File: config.mk
export PLATFORM = sky130hd
export DESIGN_NAME = heart_rate_beat_averager_flat
export DESIGN_NICKNAME = d
export VERILOG_FILES = /design/src/hrba_pkg.sv /design/src/hrba_if.sv /design/src/heart_rate_beat_averager.sv /design/src/hrba_div.sv /design/src/flat_wrapper.sv
export SDC_FILE = /design/constraint.sdc
export NUM_CORES = 1
export LEC_CHECK = 0
export BUFFER_PORTS_ARGS = -buffer_cell sky130_fd_sc_hd__buf_2
export CAP_MARGIN = 20
export CORE_MARGIN = 8
export CORE_UTILIZATION = 55
export CTS_CLUSTER_SIZE = 30
export DETAILED_ROUTE_END_ITERATION = 10
export PLACE_DENSITY = 0.73
export SYNTH_ARGS = -nofsm -noshare
export SYNTH_HDL_FRONTEND = slang
export SYNTH_SLANG_ARGS = --single-unit
File: constraint.sdc
create_clock -name clk -period 4.38 [get_ports clk]
set_input_delay 0.219 -clock clk [delete_from_list [all_inputs] [get_ports clk]]
set_output_delay 0.219 -clock clk [all_outputs]
set_load 0.02 [all_outputs]
File: src/hrba_pkg.sv
// ----------------------------------------------------------------------------
// hrba_pkg
// Shared types, widths and constants for the heart rate beat averager.
// ----------------------------------------------------------------------------
package hrba_pkg;

    // Field widths
    localparam int IR_W   = 18;
    localparam int TIME_W = 32;
    localparam int BPM_W  = 16;
    localparam int AVG_W  = 8;
    localparam int RATE_W = 8;

    // Configuration port
    localparam int CFG_IDX_W  = 2;
    localparam int CFG_DATA_W = 18;

    localparam logic [CFG_IDX_W-1:0] REG_FINGER_THRESHOLD = 2'd0;
    localparam logic [CFG_IDX_W-1:0] REG_RATE_FLOOR       = 2'd1;
    localparam logic [CFG_IDX_W-1:0] REG_RATE_CEILING     = 2'd2;

    localparam logic [IR_W-1:0]   FINGER_THRESHOLD_RST = 18'd50000;
    localparam logic [RATE_W-1:0] RATE_FLOOR_RST       = 8'd20;
    localparam logic [RATE_W-1:0] RATE_CEILING_RST     = 8'd255;

    // Milliseconds per minute, the fixed dividend of the rate divide
    localparam logic [BPM_W-1:0] MS_PER_MINUTE = 16'd60000;

    // Rate history ring
    localparam int RING_DEPTH = 4;
    localparam int PTR_W      = (RING_DEPTH > 1) ? $clog2(RING_DEPTH) : 1;
    localparam int CNT_W      = $clog2(RING_DEPTH + 1);
    localparam int SUM_W      = RATE_W + CNT_W;

    // Shared restoring divider: 16-bit dividend, 31-bit divisor
    localparam int DIV_N_W   = BPM_W;
    localparam int DIV_D_W   = TIME_W - 1;
    localparam int DIV_CNT_W = $clog2(DIV_N_W + 1);

    typedef struct packed {
        logic               start;
        logic [DIV_N_W-1:0] dividend;
        logic [DIV_D_W-1:0] divisor;
    } hrba_div_req_t;

    typedef struct packed {
        logic               busy;
        logic               done;
        logic [DIV_N_W-1:0] quotient;
        logic [DIV_D_W-1:0] remainder;
    } hrba_div_rsp_t;

    // Sequencer states
    typedef enum logic [2:0] {
        S_IDLE,
        S_RATE_DIV,
        S_SCAN,
        S_AVG_DIV,
        S_FINISH
    } hrba_state_t;

endpackage

File: src/hrba_if.sv
// ----------------------------------------------------------------------------
// hrba_if
// Valid/ready channels for sample requests and result requests.
// ----------------------------------------------------------------------------
interface hrba_sample_if import hrba_pkg::*; ();
    logic              valid;
    logic              ready;
    logic [IR_W-1:0]   ir_level;
    logic              beat_seen;
    logic [TIME_W-1:0] time_ms;

    modport source (output valid, output ir_level, output beat_seen, output time_ms,
                    input ready);
    modport sink   (input valid, input ir_level, input beat_seen, input time_ms,
                    output ready);
endinterface

interface hrba_result_if import hrba_pkg::*; ();
    logic             valid;
    logic             ready;
    logic [BPM_W-1:0] instant_bpm;
    logic [AVG_W-1:0] average_bpm;
    logic             rate_accepted;
    logic             finger_present;

    modport source (output valid, output instant_bpm, output average_bpm,
                    output rate_accepted, output finger_present, input ready);
    modport sink   (input valid, input instant_bpm, input average_bpm,
                    input rate_accepted, input finger_present, output ready);
endinterface

File: src/heart_rate_beat_averager.sv
// ----------------------------------------------------------------------------
// heart_rate_beat_averager
// Beat interval to bpm, range check, ring of recent rates and their mean.
// ----------------------------------------------------------------------------
//  channel   dir  handshake     payload
//  sample    in   valid/ready   ir_level[17:0], beat_seen, time_ms[31:0]
//  result    out  valid/ready   instant_bpm[15:0], average_bpm[7:0],
//                               rate_accepted, finger_present
//  cfg       in   cfg_wr_en     cfg_index[1:0], cfg_wr_data[17:0]
//
//  An accepted beat runs the rate divide, a scan of the ring and, if the
//  ring holds a nonzero rate, the mean divide, all on the 16-step shared
//  divider; a rejected beat skips the scan and the mean, and other samples
//  go straight to the result. A new sample waits until the result is loaded.
//  Reset clears ring, pointer, beat time, rate and average; sets cfg defaults.
//  One result register: the next sample is taken while a result waits, and
//  the sequencer holds before loading a new result until the old one leaves.
// ----------------------------------------------------------------------------
module heart_rate_beat_averager import hrba_pkg::*;
(
    input  logic                  clk,
    input  logic                  rst_n,
    input  logic                  cfg_wr_en,
    input  logic [CFG_IDX_W-1:0]  cfg_index,
    input  logic [CFG_DATA_W-1:0] cfg_wr_data,
    hrba_sample_if.sink           sample,
    hrba_result_if.source         result
);

    hrba_state_t state_reg, state_next;

    // Configuration
    logic [IR_W-1:0]   thresh_reg;
    logic [RATE_W-1:0] floor_reg;
    logic [RATE_W-1:0] ceil_reg;

    // History state
    logic [RATE_W-1:0] ring_reg [RING_DEPTH];
    logic [PTR_W-1:0]  ptr_reg, ptr_next;
    logic [TIME_W-1:0] last_beat_reg, last_beat_next;
    logic [BPM_W-1:0]  rate_reg, rate_next;
    logic [AVG_W-1:0]  avg_reg, avg_next;

    // Per-sample working registers
    logic [IR_W-1:0]  ir_reg, ir_next;
    logic             acc_reg, acc_next;
    logic [PTR_W-1:0] idx_reg, idx_next;
    logic [SUM_W-1:0] sum_reg, sum_next;
    logic [CNT_W-1:0] cnt_reg, cnt_next;

    // Result register
    logic             out_valid_reg, out_valid_next;
    logic [BPM_W-1:0] out_bpm_reg;
    logic [AVG_W-1:0] out_avg_reg;
    logic             out_acc_reg;
    logic             out_present_reg;

    hrba_div_req_t div_req;
    hrba_div_rsp_t div_rsp;

    logic              accept;
    logic [TIME_W-1:0] delta;
    logic              delta_ok;
    logic              range_ok;
    logic              ring_wr;
    logic              present;
    logic              scan_last;
    logic              out_load;
    logic [RATE_W-1:0] ring_rd;

    hrba_div u_div
    (
        .clk   (clk),
        .rst_n (rst_n),
        .req   (div_req),
        .rsp   (div_rsp)
    );

    // Decode helpers
    assign accept    = sample.valid && sample.ready;
    assign delta     = sample.time_ms - last_beat_reg;
    assign delta_ok  = sample.beat_seen && (delta != '0) && !delta[TIME_W-1];
    assign ring_rd   = ring_reg[idx_reg];
    assign scan_last = (idx_reg == PTR_W'(RING_DEPTH - 1));
    assign present   = (ir_reg >= thresh_reg);

    // Exact range test from quotient and remainder:
    //   60000 > floor*d  <=>  floor < q, or floor == q with nonzero remainder
    //   60000 < ceil*d   <=>  ceil > q
    always_comb
    begin
        range_ok = ((BPM_W'(floor_reg) < div_rsp.quotient) ||
                    ((BPM_W'(floor_reg) == div_rsp.quotient) &&
                     (div_rsp.remainder != '0))) &&
                   (BPM_W'(ceil_reg) > div_rsp.quotient);
    end

    // Next state
    always_comb
    begin
        state_next = state_reg;
        case (state_reg)
            S_IDLE:
            begin
                if (accept)
                    state_next = delta_ok ? S_RATE_DIV : S_FINISH;
            end
            S_RATE_DIV:
            begin
                if (div_rsp.done)
                    state_next = range_ok ? S_SCAN : S_FINISH;
            end
            S_SCAN:
            begin
                if (scan_last)
                    state_next = (cnt_next != '0) ? S_AVG_DIV : S_FINISH;
            end
            S_AVG_DIV:
            begin
                if (div_rsp.done)
                    state_next = S_FINISH;
            end
            S_FINISH:
            begin
                if (out_load)
                    state_next = S_IDLE;
            end
            default:
                state_next = S_IDLE;
        endcase
    end

    // Sequencer outputs
    always_comb
    begin
        sample.ready     = 1'b0;
        div_req.start    = 1'b0;
        div_req.dividend = MS_PER_MINUTE;
        div_req.divisor  = delta[DIV_D_W-1:0];
        ring_wr          = 1'b0;
        out_load         = 1'b0;
        case (state_reg)
            S_IDLE:
            begin
                sample.ready  = 1'b1;
                div_req.start = sample.valid && delta_ok;
            end
            S_RATE_DIV:
                ring_wr = div_rsp.done && range_ok;
            S_SCAN:
            begin
                div_req.start    = scan_last && (cnt_next != '0);
                div_req.dividend = DIV_N_W'(sum_next);
                div_req.divisor  = DIV_D_W'(cnt_next);
            end
            S_FINISH:
                out_load = !out_valid_reg || result.ready;
            default:
            begin
            end
        endcase
    end

    // Datapath next values
    always_comb
    begin
        ptr_next       = ptr_reg;
        last_beat_next = last_beat_reg;
        rate_next      = rate_reg;
        avg_next       = avg_reg;
        ir_next        = ir_reg;
        acc_next       = acc_reg;
        idx_next       = idx_reg;
        sum_next       = sum_reg;
        cnt_next       = cnt_reg;
        out_valid_next = out_valid_reg;

        if (out_valid_reg && result.ready)
            out_valid_next = 1'b0;

        case (state_reg)
            S_IDLE:
            begin
                if (accept)
                begin
                    ir_next  = sample.ir_level;
                    acc_next = 1'b0;
                    if (sample.beat_seen)
                        last_beat_next = sample.time_ms;
                end
            end
            S_RATE_DIV:
            begin
                if (div_rsp.done)
                begin
                    rate_next = div_rsp.quotient;
                    if (range_ok)
                    begin
                        acc_next = 1'b1;
                        ptr_next = (ptr_reg == PTR_W'(RING_DEPTH - 1)) ?
                                   '0 : ptr_reg + 1'b1;
                        idx_next = '0;
                        sum_next = '0;
                        cnt_next = '0;
                    end
                end
            end
            S_SCAN:
            begin
                // Accumulate nonzero entries, one per cycle
                if (ring_rd != '0)
                begin
                    sum_next = sum_reg + SUM_W'(ring_rd);
                    cnt_next = cnt_reg + 1'b1;
                end
                idx_next = idx_reg + 1'b1;
            end
            S_AVG_DIV:
            begin
                if (div_rsp.done)
                    avg_next = div_rsp.quotient[AVG_W-1:0];
            end
            S_FINISH:
            begin
                if (out_load)
                begin
                    out_valid_next = 1'b1;
                    if (!present)
                    begin
                        ptr_next  = '0;
                        rate_next = '0;
                        avg_next  = '0;
                    end
                end
            end
            default:
            begin
            end
        endcase
    end

    // Sequencer and history state
    always_ff @(posedge clk or negedge rst_n)
    begin
        if (!rst_n)
        begin
            state_reg     <= S_IDLE;
            ptr_reg       <= '0;
            last_beat_reg <= '0;
            rate_reg      <= '0;
            avg_reg       <= '0;
            out_valid_reg <= 1'b0;
        end
        else
        begin
            state_reg     <= state_next;
            ptr_reg       <= ptr_next;
            last_beat_reg <= last_beat_next;
            rate_reg      <= rate_next;
            avg_reg       <= avg_next;
            out_valid_reg <= out_valid_next;
        end
    end

    // Rate ring: written at the pointer, cleared when no finger
    always_ff @(posedge clk or negedge rst_n)
    begin
        if (!rst_n)
        begin
            for (int i = 0; i < RING_DEPTH; i++)
                ring_reg[i] <= '0;
        end
        else if (out_load && !present)
        begin
            for (int i = 0; i < RING_DEPTH; i++)
                ring_reg[i] <= '0;
        end
        else if (ring_wr)
        begin
            ring_reg[ptr_reg] <= div_rsp.quotient[RATE_W-1:0];
        end
    end

    // Configuration registers
    always_ff @(posedge clk or negedge rst_n)
    begin
        if (!rst_n)
        begin
            thresh_reg <= FINGER_THRESHOLD_RST;
            floor_reg  <= RATE_FLOOR_RST;
            ceil_reg   <= RATE_CEILING_RST;
        end
        else if (cfg_wr_en)
        begin
            case (cfg_index)
                REG_FINGER_THRESHOLD: thresh_reg <= cfg_wr_data[IR_W-1:0];
                REG_RATE_FLOOR:       floor_reg  <= cfg_wr_data[RATE_W-1:0];
                REG_RATE_CEILING:     ceil_reg   <= cfg_wr_data[RATE_W-1:0];
                default:
                begin
                end
            endcase
        end
    end

    // Working registers
    always_ff @(posedge clk)
    begin
        ir_reg  <= ir_next;
        acc_reg <= acc_next;
        idx_reg <= idx_next;
        sum_reg <= sum_next;
        cnt_reg <= cnt_next;
    end

    // Result payload
    always_ff @(posedge clk)
    begin
        if (out_load)
        begin
            out_bpm_reg     <= rate_next;
            out_avg_reg     <= avg_next;
            out_acc_reg     <= acc_reg;
            out_present_reg <= present;
        end
    end

    assign result.valid          = out_valid_reg;
    assign result.instant_bpm    = out_bpm_reg;
    assign result.average_bpm    = out_avg_reg;
    assign result.rate_accepted  = out_acc_reg;
    assign result.finger_present = out_present_reg;

`ifndef SYNTHESIS
    // No finger means the history was cleared in this result
    a_clear_on_absent: assert property (@(posedge clk) disable iff (!rst_n)
        result.valid && !result.finger_present |->
            result.instant_bpm == '0 && result.average_bpm == '0)
        else $error("result without finger carries nonzero rate or average");

    // Samples are only taken while the divider is free
    a_ready_div_idle: assert property (@(posedge clk) disable iff (!rst_n)
        sample.ready |-> !div_rsp.busy)
        else $error("sample taken while divider busy");

    // A divider completion is only seen while waiting for it
    a_done_in_wait: assert property (@(posedge clk) disable iff (!rst_n)
        div_rsp.done |-> (state_reg == S_RATE_DIV || state_reg == S_AVG_DIV))
        else $error("divider finished outside a wait state");

    // An accepted rate stays under the ceiling
    a_accept_in_range: assert property (@(posedge clk) disable iff (!rst_n)
        result.valid && result.rate_accepted && result.finger_present |->
            result.instant_bpm < BPM_W'(ceil_reg))
        else $error("accepted rate at or above ceiling");
`endif

endmodule

File: src/hrba_div.sv
// ----------------------------------------------------------------------------
// hrba_div
// Shared restoring divider, one quotient bit per cycle.
// ----------------------------------------------------------------------------
module hrba_div import hrba_pkg::*;
(
    input  logic          clk,
    input  logic          rst_n,
    input  hrba_div_req_t req,
    output hrba_div_rsp_t rsp
);

    logic [DIV_N_W-1:0]   quo_reg, quo_next;
    logic [DIV_D_W-1:0]   rem_reg, rem_next;
    logic [DIV_D_W-1:0]   dvs_reg, dvs_next;
    logic [DIV_CNT_W-1:0] cnt_reg, cnt_next;
    logic                 busy_reg, busy_next;
    logic                 done_reg, done_next;

    logic [DIV_D_W:0] trial;
    logic [DIV_D_W:0] diff;
    logic             ge;

    // One restoring step: shift in next dividend bit, subtract if it fits
    always_comb
    begin
        trial = {rem_reg, quo_reg[DIV_N_W-1]};
        ge    = (trial >= {1'b0, dvs_reg});
        diff  = trial - {1'b0, dvs_reg};
    end

    always_comb
    begin
        quo_next  = quo_reg;
        rem_next  = rem_reg;
        dvs_next  = dvs_reg;
        cnt_next  = cnt_reg;
        busy_next = busy_reg;
        done_next = 1'b0;
        if (req.start)
        begin
            quo_next  = req.dividend;
            rem_next  = '0;
            dvs_next  = req.divisor;
            cnt_next  = DIV_CNT_W'(DIV_N_W);
            busy_next = 1'b1;
        end
        else if (busy_reg)
        begin
            quo_next = {quo_reg[DIV_N_W-2:0], ge};
            rem_next = ge ? diff[DIV_D_W-1:0] : trial[DIV_D_W-1:0];
            cnt_next = cnt_reg - 1'b1;
            if (cnt_reg == DIV_CNT_W'(1))
            begin
                busy_next = 1'b0;
                done_next = 1'b1;
            end
        end
    end

    // Control state
    always_ff @(posedge clk or negedge rst_n)
    begin
        if (!rst_n)
        begin
            busy_reg <= 1'b0;
            done_reg <= 1'b0;
            cnt_reg  <= '0;
        end
        else
        begin
            busy_reg <= busy_next;
            done_reg <= done_next;
            cnt_reg  <= cnt_next;
        end
    end

    // Datapath
    always_ff @(posedge clk)
    begin
        quo_reg <= quo_next;
        rem_reg <= rem_next;
        dvs_reg <= dvs_next;
    end

    assign rsp.busy      = busy_reg;
    assign rsp.done      = done_reg;
    assign rsp.quotient  = quo_reg;
    assign rsp.remainder = rem_reg;

endmodule

File: src/flat_wrapper.sv
// flat-port wrapper written by rule: the top's interface ports become plain ports
module heart_rate_beat_averager_flat import hrba_pkg::*;
  (clk, rst_n, cfg_wr_en, cfg_index, cfg_wr_data, sample_valid, sample_ir_level, sample_beat_seen, sample_time_ms, sample_ready, result_valid, result_instant_bpm, result_average_bpm, result_rate_accepted, result_finger_present, result_ready);
  hrba_sample_if sample_i ();
  hrba_result_if result_i ();
  input  logic clk;
  input  logic rst_n;
  input  logic cfg_wr_en;
  input  logic [CFG_IDX_W-1:0] cfg_index;
  input  logic [CFG_DATA_W-1:0] cfg_wr_data;
  input wire logic [$bits(sample_i.valid)-1:0] sample_valid;
  input wire logic [$bits(sample_i.ir_level)-1:0] sample_ir_level;
  input wire logic [$bits(sample_i.beat_seen)-1:0] sample_beat_seen;
  input wire logic [$bits(sample_i.time_ms)-1:0] sample_time_ms;
  output wire logic [$bits(sample_i.ready)-1:0] sample_ready;
  output wire logic [$bits(result_i.valid)-1:0] result_valid;
  output wire logic [$bits(result_i.instant_bpm)-1:0] result_instant_bpm;
  output wire logic [$bits(result_i.average_bpm)-1:0] result_average_bpm;
  output wire logic [$bits(result_i.rate_accepted)-1:0] result_rate_accepted;
  output wire logic [$bits(result_i.finger_present)-1:0] result_finger_present;
  input wire logic [$bits(result_i.ready)-1:0] result_ready;
  assign sample_i.valid = sample_valid;
  assign sample_i.ir_level = sample_ir_level;
  assign sample_i.beat_seen = sample_beat_seen;
  assign sample_i.time_ms = sample_time_ms;
  assign sample_ready = sample_i.ready;
  assign result_valid = result_i.valid;
  assign result_instant_bpm = result_i.instant_bpm;
  assign result_average_bpm = result_i.average_bpm;
  assign result_rate_accepted = result_i.rate_accepted;
  assign result_finger_present = result_i.finger_present;
  assign result_i.ready = result_ready;
  heart_rate_beat_averager u_core (.clk(clk), .rst_n(rst_n), .cfg_wr_en(cfg_wr_en), .cfg_index(cfg_index), .cfg_wr_data(cfg_wr_data), .sample(sample_i), .result(result_i));
endmodule
# After elaboration in Yosys (flattened, before gate mapping)

Index checks and enable logic that the tools add are counted.

Register bits: 274
Output and inout bits: 28
Word-level logic and storage cells: 163

Add/sub/neg operators: 7
$lt $le $gt $ge: 7
Eq/ne operators: 17
Multiplexer cells: 65
Bitwise gates (word level): 2
Reductions and logical operators: 36

Operators with widths:

| cell                                                           | count |
|---|---|
| 16-bit 2-to-1 mux                                              | 5 |
| 32-bit 2-to-1 mux                                              | 2 |
| 8-bit 2-to-1 mux                                               | 6 |
| 47-bit 2-to-1 mux                                              | 1 |
| 11-bit 2-to-1 mux                                              | 3 |
| 3-bit 2-to-1 mux                                               | 11 |
| 32-bit bitwise mux                                             | 1 |
| 32-bit by 31-bit greater-or-equal comparator with 1-bit output | 1 |
| 16-bit case mux with 2 select lines                            | 1 |
| 32-bit nonzero test                                            | 1 |
| 32-bit subtractor                                              | 1 |
| 31-bit 2-to-1 mux                                              | 1 |
| 31-bit nonzero test                                            | 1 |
| 31-bit subtractor                                              | 1 |
| 11-bit case mux with 2 select lines                            | 1 |
| 18-bit greater-or-equal comparator                             | 1 |
| 8-bit binary-select mux with 2-bit select                      | 1 |
| 8-bit demux with 2-bit select                                  | 1 |
| 8-bit by 16-bit == test with 1-bit output                      | 1 |
| 8-bit by 16-bit greater-than comparator with 1-bit output      | 1 |
| 8-bit by 16-bit < comparator with 1-bit output                 | 1 |
| 8-bit case mux with 2 select lines                             | 1 |
| 1-bit 2-to-1 mux                                               | 15 |
| 3-bit case mux with 5 select lines                             | 1 |
| 32 further kinds                                               | 74 |

# Logic depth before layout (Yosys ltp)

Word-level depth: 11
Gate-level depth with buffers: 15

# By module

A second synthesis with hierarchy kept.

Cell total of the unflattened synthesis: 1,650
Area, all modules: 16,014.1 µm²

By module, submodules not included:

| module                   | times used | cells each | area each (µm²) |
|---|---|---|---|
| heart_rate_beat_averager | 1          | 1,110      | 10,840.4 |
| hrba_div                 | 1          | 540        | 5,173.7 |

# Worst setup path before layout

No wires, ideal clock.

Path type: reg-to-reg
Start point: register u_core.last_beat_reg[0]
End point: register u_core.u_div.quo_reg[0] (enable)
Library setup time: 375 ps
Data arrival time: 3,510 ps
Required time: 4,005 ps
Setup slack: 496 ps
Stages on the path, launching flop included: 15
Buffers on the path: 1
Period minus slack after synthesis: 3,884 ps
Cell sequence: dfrtp_1 ha_1 inv_1 fa_1 a21oi_1 o221a_1 o2111a_2 o41ai_4 nand4_1 and3_1 o2111ai_2 nor4_4 o31ai_4 buf_6 nand2b_1

Cells in the longest elaborated chain, start to end: 7
Elaborated cells between the ends (all ways): 8
Classes of those cells: add/sub (1); mux (1); reduce/logical (6)

Ends and longest elaborated chain:

| element                                 | line                            | text |
|---|---|---|
| from (decl)                             | heart_rate_beat_averager.sv:40  | `logic [TIME_W-1:0] last_beat_reg, last_beat_next;` |
| from (signal assigned)                  | heart_rate_beat_averager.sv:258 | `last_beat_reg <= last_beat_next;` |
| 32-bit subtractor (*)                   | heart_rate_beat_averager.sv:81  | `assign delta = sample.time_ms - last_beat_reg;` |
| 32-bit nonzero test                     | heart_rate_beat_averager.sv:82  | `assign delta_ok = sample.beat_seen && (delta != '0) && !delta[TIME_W-1];` |
| 1-bit logical AND                       | heart_rate_beat_averager.sv:82  |  |
| 1-bit logical AND (*)                   | heart_rate_beat_averager.sv:82  |  |
| 1-bit logical AND (*)                   | heart_rate_beat_averager.sv:146 | `div_req.start = sample.valid && delta_ok;` |
| 1-bit case mux with 2 select lines (*)  | heart_rate_beat_averager.sv:142 | `case (state_reg)` |
| 2-bit nonzero test (no source line) (*) | -                               |  |
| to (signal assigned)                    | hrba_div.sv:81                  | `quo_reg <= quo_next;` |
| to (decl)                               | hrba_div.sv:13                  | `logic [DIV_N_W-1:0] quo_reg, quo_next;` |

Mark *: on every way between the ends. The rest lies on a longest branch, timed or not.
A chain may end at the register's enable or synchronous reset.

# Worst setup path after layout

Start point: register u_core.last_beat_reg[4]
End point: register u_core.u_div.quo_reg[1] (enable)

The elaborated chain is that of the path after synthesis.

==> flow_metrics.env <==
export IMPL_cts_tree="built"
export IMPL_wl_um=37500
export IMPL_drtIter0Drc=1011
export IMPL_cp_data_arrival_time_ns=4.39
export IMPL_criticalPathCategory="flip-flop to flip-flop"
export IMPL_syn_to_final_growth_pct=16.1
export IMPL_cp_depth=15
export IMPL_crit_fanout=16
export IMPL_cp_cell_sequence="inv_1 -> ha_1 -> a21o_1 -> a32o_1 -> o21a_1 -> o2111a_2 -> buf_4 -> or3_1 -> a211oi_1 -> nand4_1 -> nor4_4 -> o31ai_4 -> buf_8 -> nand2b_1 -> buf_4"
export IMPL_pwr_share_comb=0.520
export IMPL_critPathMaxStageDelay_ns=0.43
export IMPL_synth_edf_count=94
export IMPL_power_total_mw=13.6
export IMPL_start_util=0.556
export IMPL_maxCapViolations=0
export IMPL_viasPerCell=5.75
export IMPL_via_count=12500
export IMPL_wire_per_inst_um=17.3
export IMPL_synthesis_area_um2=15900
export IMPL_grt_max_degree=100
export IMPL_final_cells=2164
export IMPL_yosysWarnings=0
export IMPL_dpl_hpwl_um=26900
export IMPL_clockRootBuffer="clkbuf_16"
export IMPL_cts_max_path_buffers=3
export IMPL_internal_power_mw=8.01
export IMPL_fmax_ghz=0.244
export IMPL_critPathTopFamily="compound AO/OA/AOI/OAI gates"
export IMPL_drive_gt1_frac=0.169
export IMPL_min_path_cells=4
export IMPL_ys_seq_elements=274
export IMPL_vdd_drop_max_v=0.000511
export IMPL_synth_cells=1594
export IMPL_dpl_cell_count=2042
export IMPL_dominantRegCellSynth="dfrtp_1"
export IMPL_synthArstFlopShare=0.493
export IMPL_seqCellArea_um2=7120
export IMPL_grt_pass1_vias=12200
export IMPL_yosysMostFrequentCell="nand2_1"
export IMPL_maxSlewViolCount=0
export IMPL_dieArea_um2=34500
export IMPL_grt_pass1_wl_um=61800
export IMPL_setup_viol=0
export IMPL_worst_slack_ns=0.274
export IMPL_insertion_delay_ns=0.55
export IMPL_fin_nets=1950
export IMPL_relSlewSlack=0.376
export IMPL_crit_path_end_kind="flip-flop"
export IMPL_finalHoldViolCount=0
export IMPL_crit_start="u_core.last_beat_reg[4]"
export IMPL_yosys_top_cells_count="nand2_1, a21oi_1, inv_1"
export IMPL_grt_usage=0.219
export IMPL_slowest_stage="nor4_4"
export IMPL_cts_max_level=1
export IMPL_diodes=0
export IMPL_route_detailed_drc=0
export IMPL_multi_input_area_um2=8010
export IMPL_hold_slack_ns=0.0219
export IMPL_outcome="finished clean"
export IMPL_power_share_clock=0.167
export IMPL_io_pins=104
export IMPL_synth_distinct_cells=82
export IMPL_coreArea_um2=28500
export IMPL_place_congestion=0.889
export IMPL_dieWidth_um=186
export IMPL_p_per_area_nw_per_um2=738
export IMPL_grt_ovfl_total=0
export IMPL_power_leakage_nw=8.07
export IMPL_seq_area_frac_synth=0.449
export IMPL_p_switching_mw=5.59
export IMPL_syn_nets=1785
export IMPL_clock_skew_final_ns=0.0144
export IMPL_portBuffers=103
export IMPL_worst_pin_slew_ns=0.936
export IMPL_rows=62
export IMPL_power_frac_seq=0.314
export IMPL_rr_worst_depth=15
export IMPL_dr_pass1_iters=6
export IMPL_hp_class="primary input to flip-flop"
export IMPL_hold_start="sample_beat_seen"
export IMPL_crit_path_frequent_cell="buf_4"
export IMPL_path_clk_slew_ns=0.06
export IMPL_sw_frac_of_total=0.411
export IMPL_start_kind="flip-flop"
export IMPL_antenna_found_initial=1
export IMPL_r2r_start="u_core.last_beat_reg[4]"
export IMPL_fillers=2344
export IMPL_synth_area_top_cells="dfrtp_1, edfxtp_1, ha_1"
export IMPL_synth_area_leader_cell="dfrtp_1"
export IMPL_syn_area_per_cell_um2=9.96
export IMPL_required_ns=4.67
export IMPL_dp_slack_ns=-0.0247
export IMPL_yosysTopAreaCellShare=0.188
export IMPL_cts_sink_count=274
export IMPL_rsz0062_at_grt="false"
export IMPL_finalCritPeriodShare=0.937
export IMPL_cts_buffers=28
export IMPL_die_h_um=186
export IMPL_cp_num_buf_inv=4
export IMPL_postRouteAntennaNets=0
export IMPL_period_minus_slack_ns=4.11
==> worst reg2reg max path, delay by kind of cell (launching register included) <==
kind                       cells  cell delay [ns]
AOI/OAI and AO/OA              6             1.43
adders and majority gates      1             0.36
buffers and inverters          4             0.61
DFF                            1             0.35
and+or+nand+nor                4             1.12
==> cells by family (layout without fill, tap and decap cells) <==
family / after synthesis / count (layout) / share of synthesized area
and+or+nand+nor: 471 / 471 / 0.141
AOI/OAI and AO/OA: 403 / 403 / 0.176
DFF: 274 / 274 / 0.449
buffers and inverters: 190 / 376 / 0.0477
adders and majority gates: 115 / 115 / 0.0921
muxes: 86 / 86 / 0.0647
xor gates and xnor gates: 55 / 55 / 0.0304
==> power groups by stage <==
stage	combinational [mW]	clock [mW]	sequential, mW
after global placement	6.76	0	4.26
after detailed placement	6.95	0	4.29
after CTS	7.04	2.31	4.25
after floorplan	5.37	0	4.16
after global routing	7.87	2.41	4.35
final	7.07	2.27	4.27
==> metrics by stage <==
step | instance area [um2] | TNS [ns] | util
3_3_place_gp | 16800 | 0 | 0.590
4_1_cts | 18400 | 0 | 0.644
6_report | 18400 | 0 | 0.645
3_5_place_dp | 16800 | -0.386 | 0.590
2_1_floorplan | 15900 | 0 | -
5_1_grt | 18400 | 0 | 0.645
==> layer usage <==
metal  vias up  track usage  share of wire
li1       6087            -              -
met4         2       0.0530          0.021
met2       332        0.352           0.46
met3        52       0.0303          0.057
met1      5979        0.309           0.46
met5         -            0        0.00032
==> area by class of cell <==
cell class / instances / area share
flip-flops and latches: 274 / 0.387
clock buffers: 43 / 0.0433
multi-input cells: 1130 / 0.435
clock inverters: 8 / 0.00353
inverters: 123 / 0.0251
repair buffers: 202 / 0.0804
well taps: 384 / 0.0261
==> placed cells by master (no fill, tap or decap), drive strengths merged, types with 45 or more instances in the layout <==
| cell | synthesis | layout |
|---|---|---|
| nand2 | 152 | 152 |
| a21oi | 133 | 133 |
| ha | 112 | 112 |
| inv | 123 | 123 |
| nand3 | 58 | 58 |
| nor2 | 120 | 120 |
| buf | 19 | 134 |
| dfrtp | 119 | 119 |
| dlygate4sd3 | 0 | 68 |
| a211oi | 45 | 45 |
| edfxtp | 94 | 94 |
| mux2 | 53 | 53 |
| o21ai | 69 | 69 |
| dfxtp | 45 | 45 |
==> final timing paths <==
| check | slack (ns) | end |
|---|---|---|
| worst max-delay path | 0.27 | u_core.u_div.quo_reg[1] |
| worst max register to register | 0.27 | u_core.u_div.quo_reg[1] |
| worst min-delay path | 0.02 | u_core.state_reg[2] |
| max in group asynchronous | 2.93 | u_core.rate_reg[12] |
| min in group asynchronous | 0.32 | u_core.last_beat_reg[14] |
| worst min register to register | 0.48 | u_core.sum_reg[10] |
==> timing repair <==
action                                  4_1_cts  5_1_grt
setup buffers                                 0        2
endpoints found under the setup margin        0       33
resized for setup                             0        0
endpoints found under the hold margin       165        0
hold buffers                                 68        0
No activity file was read; power rests on OpenSTA's default activity.
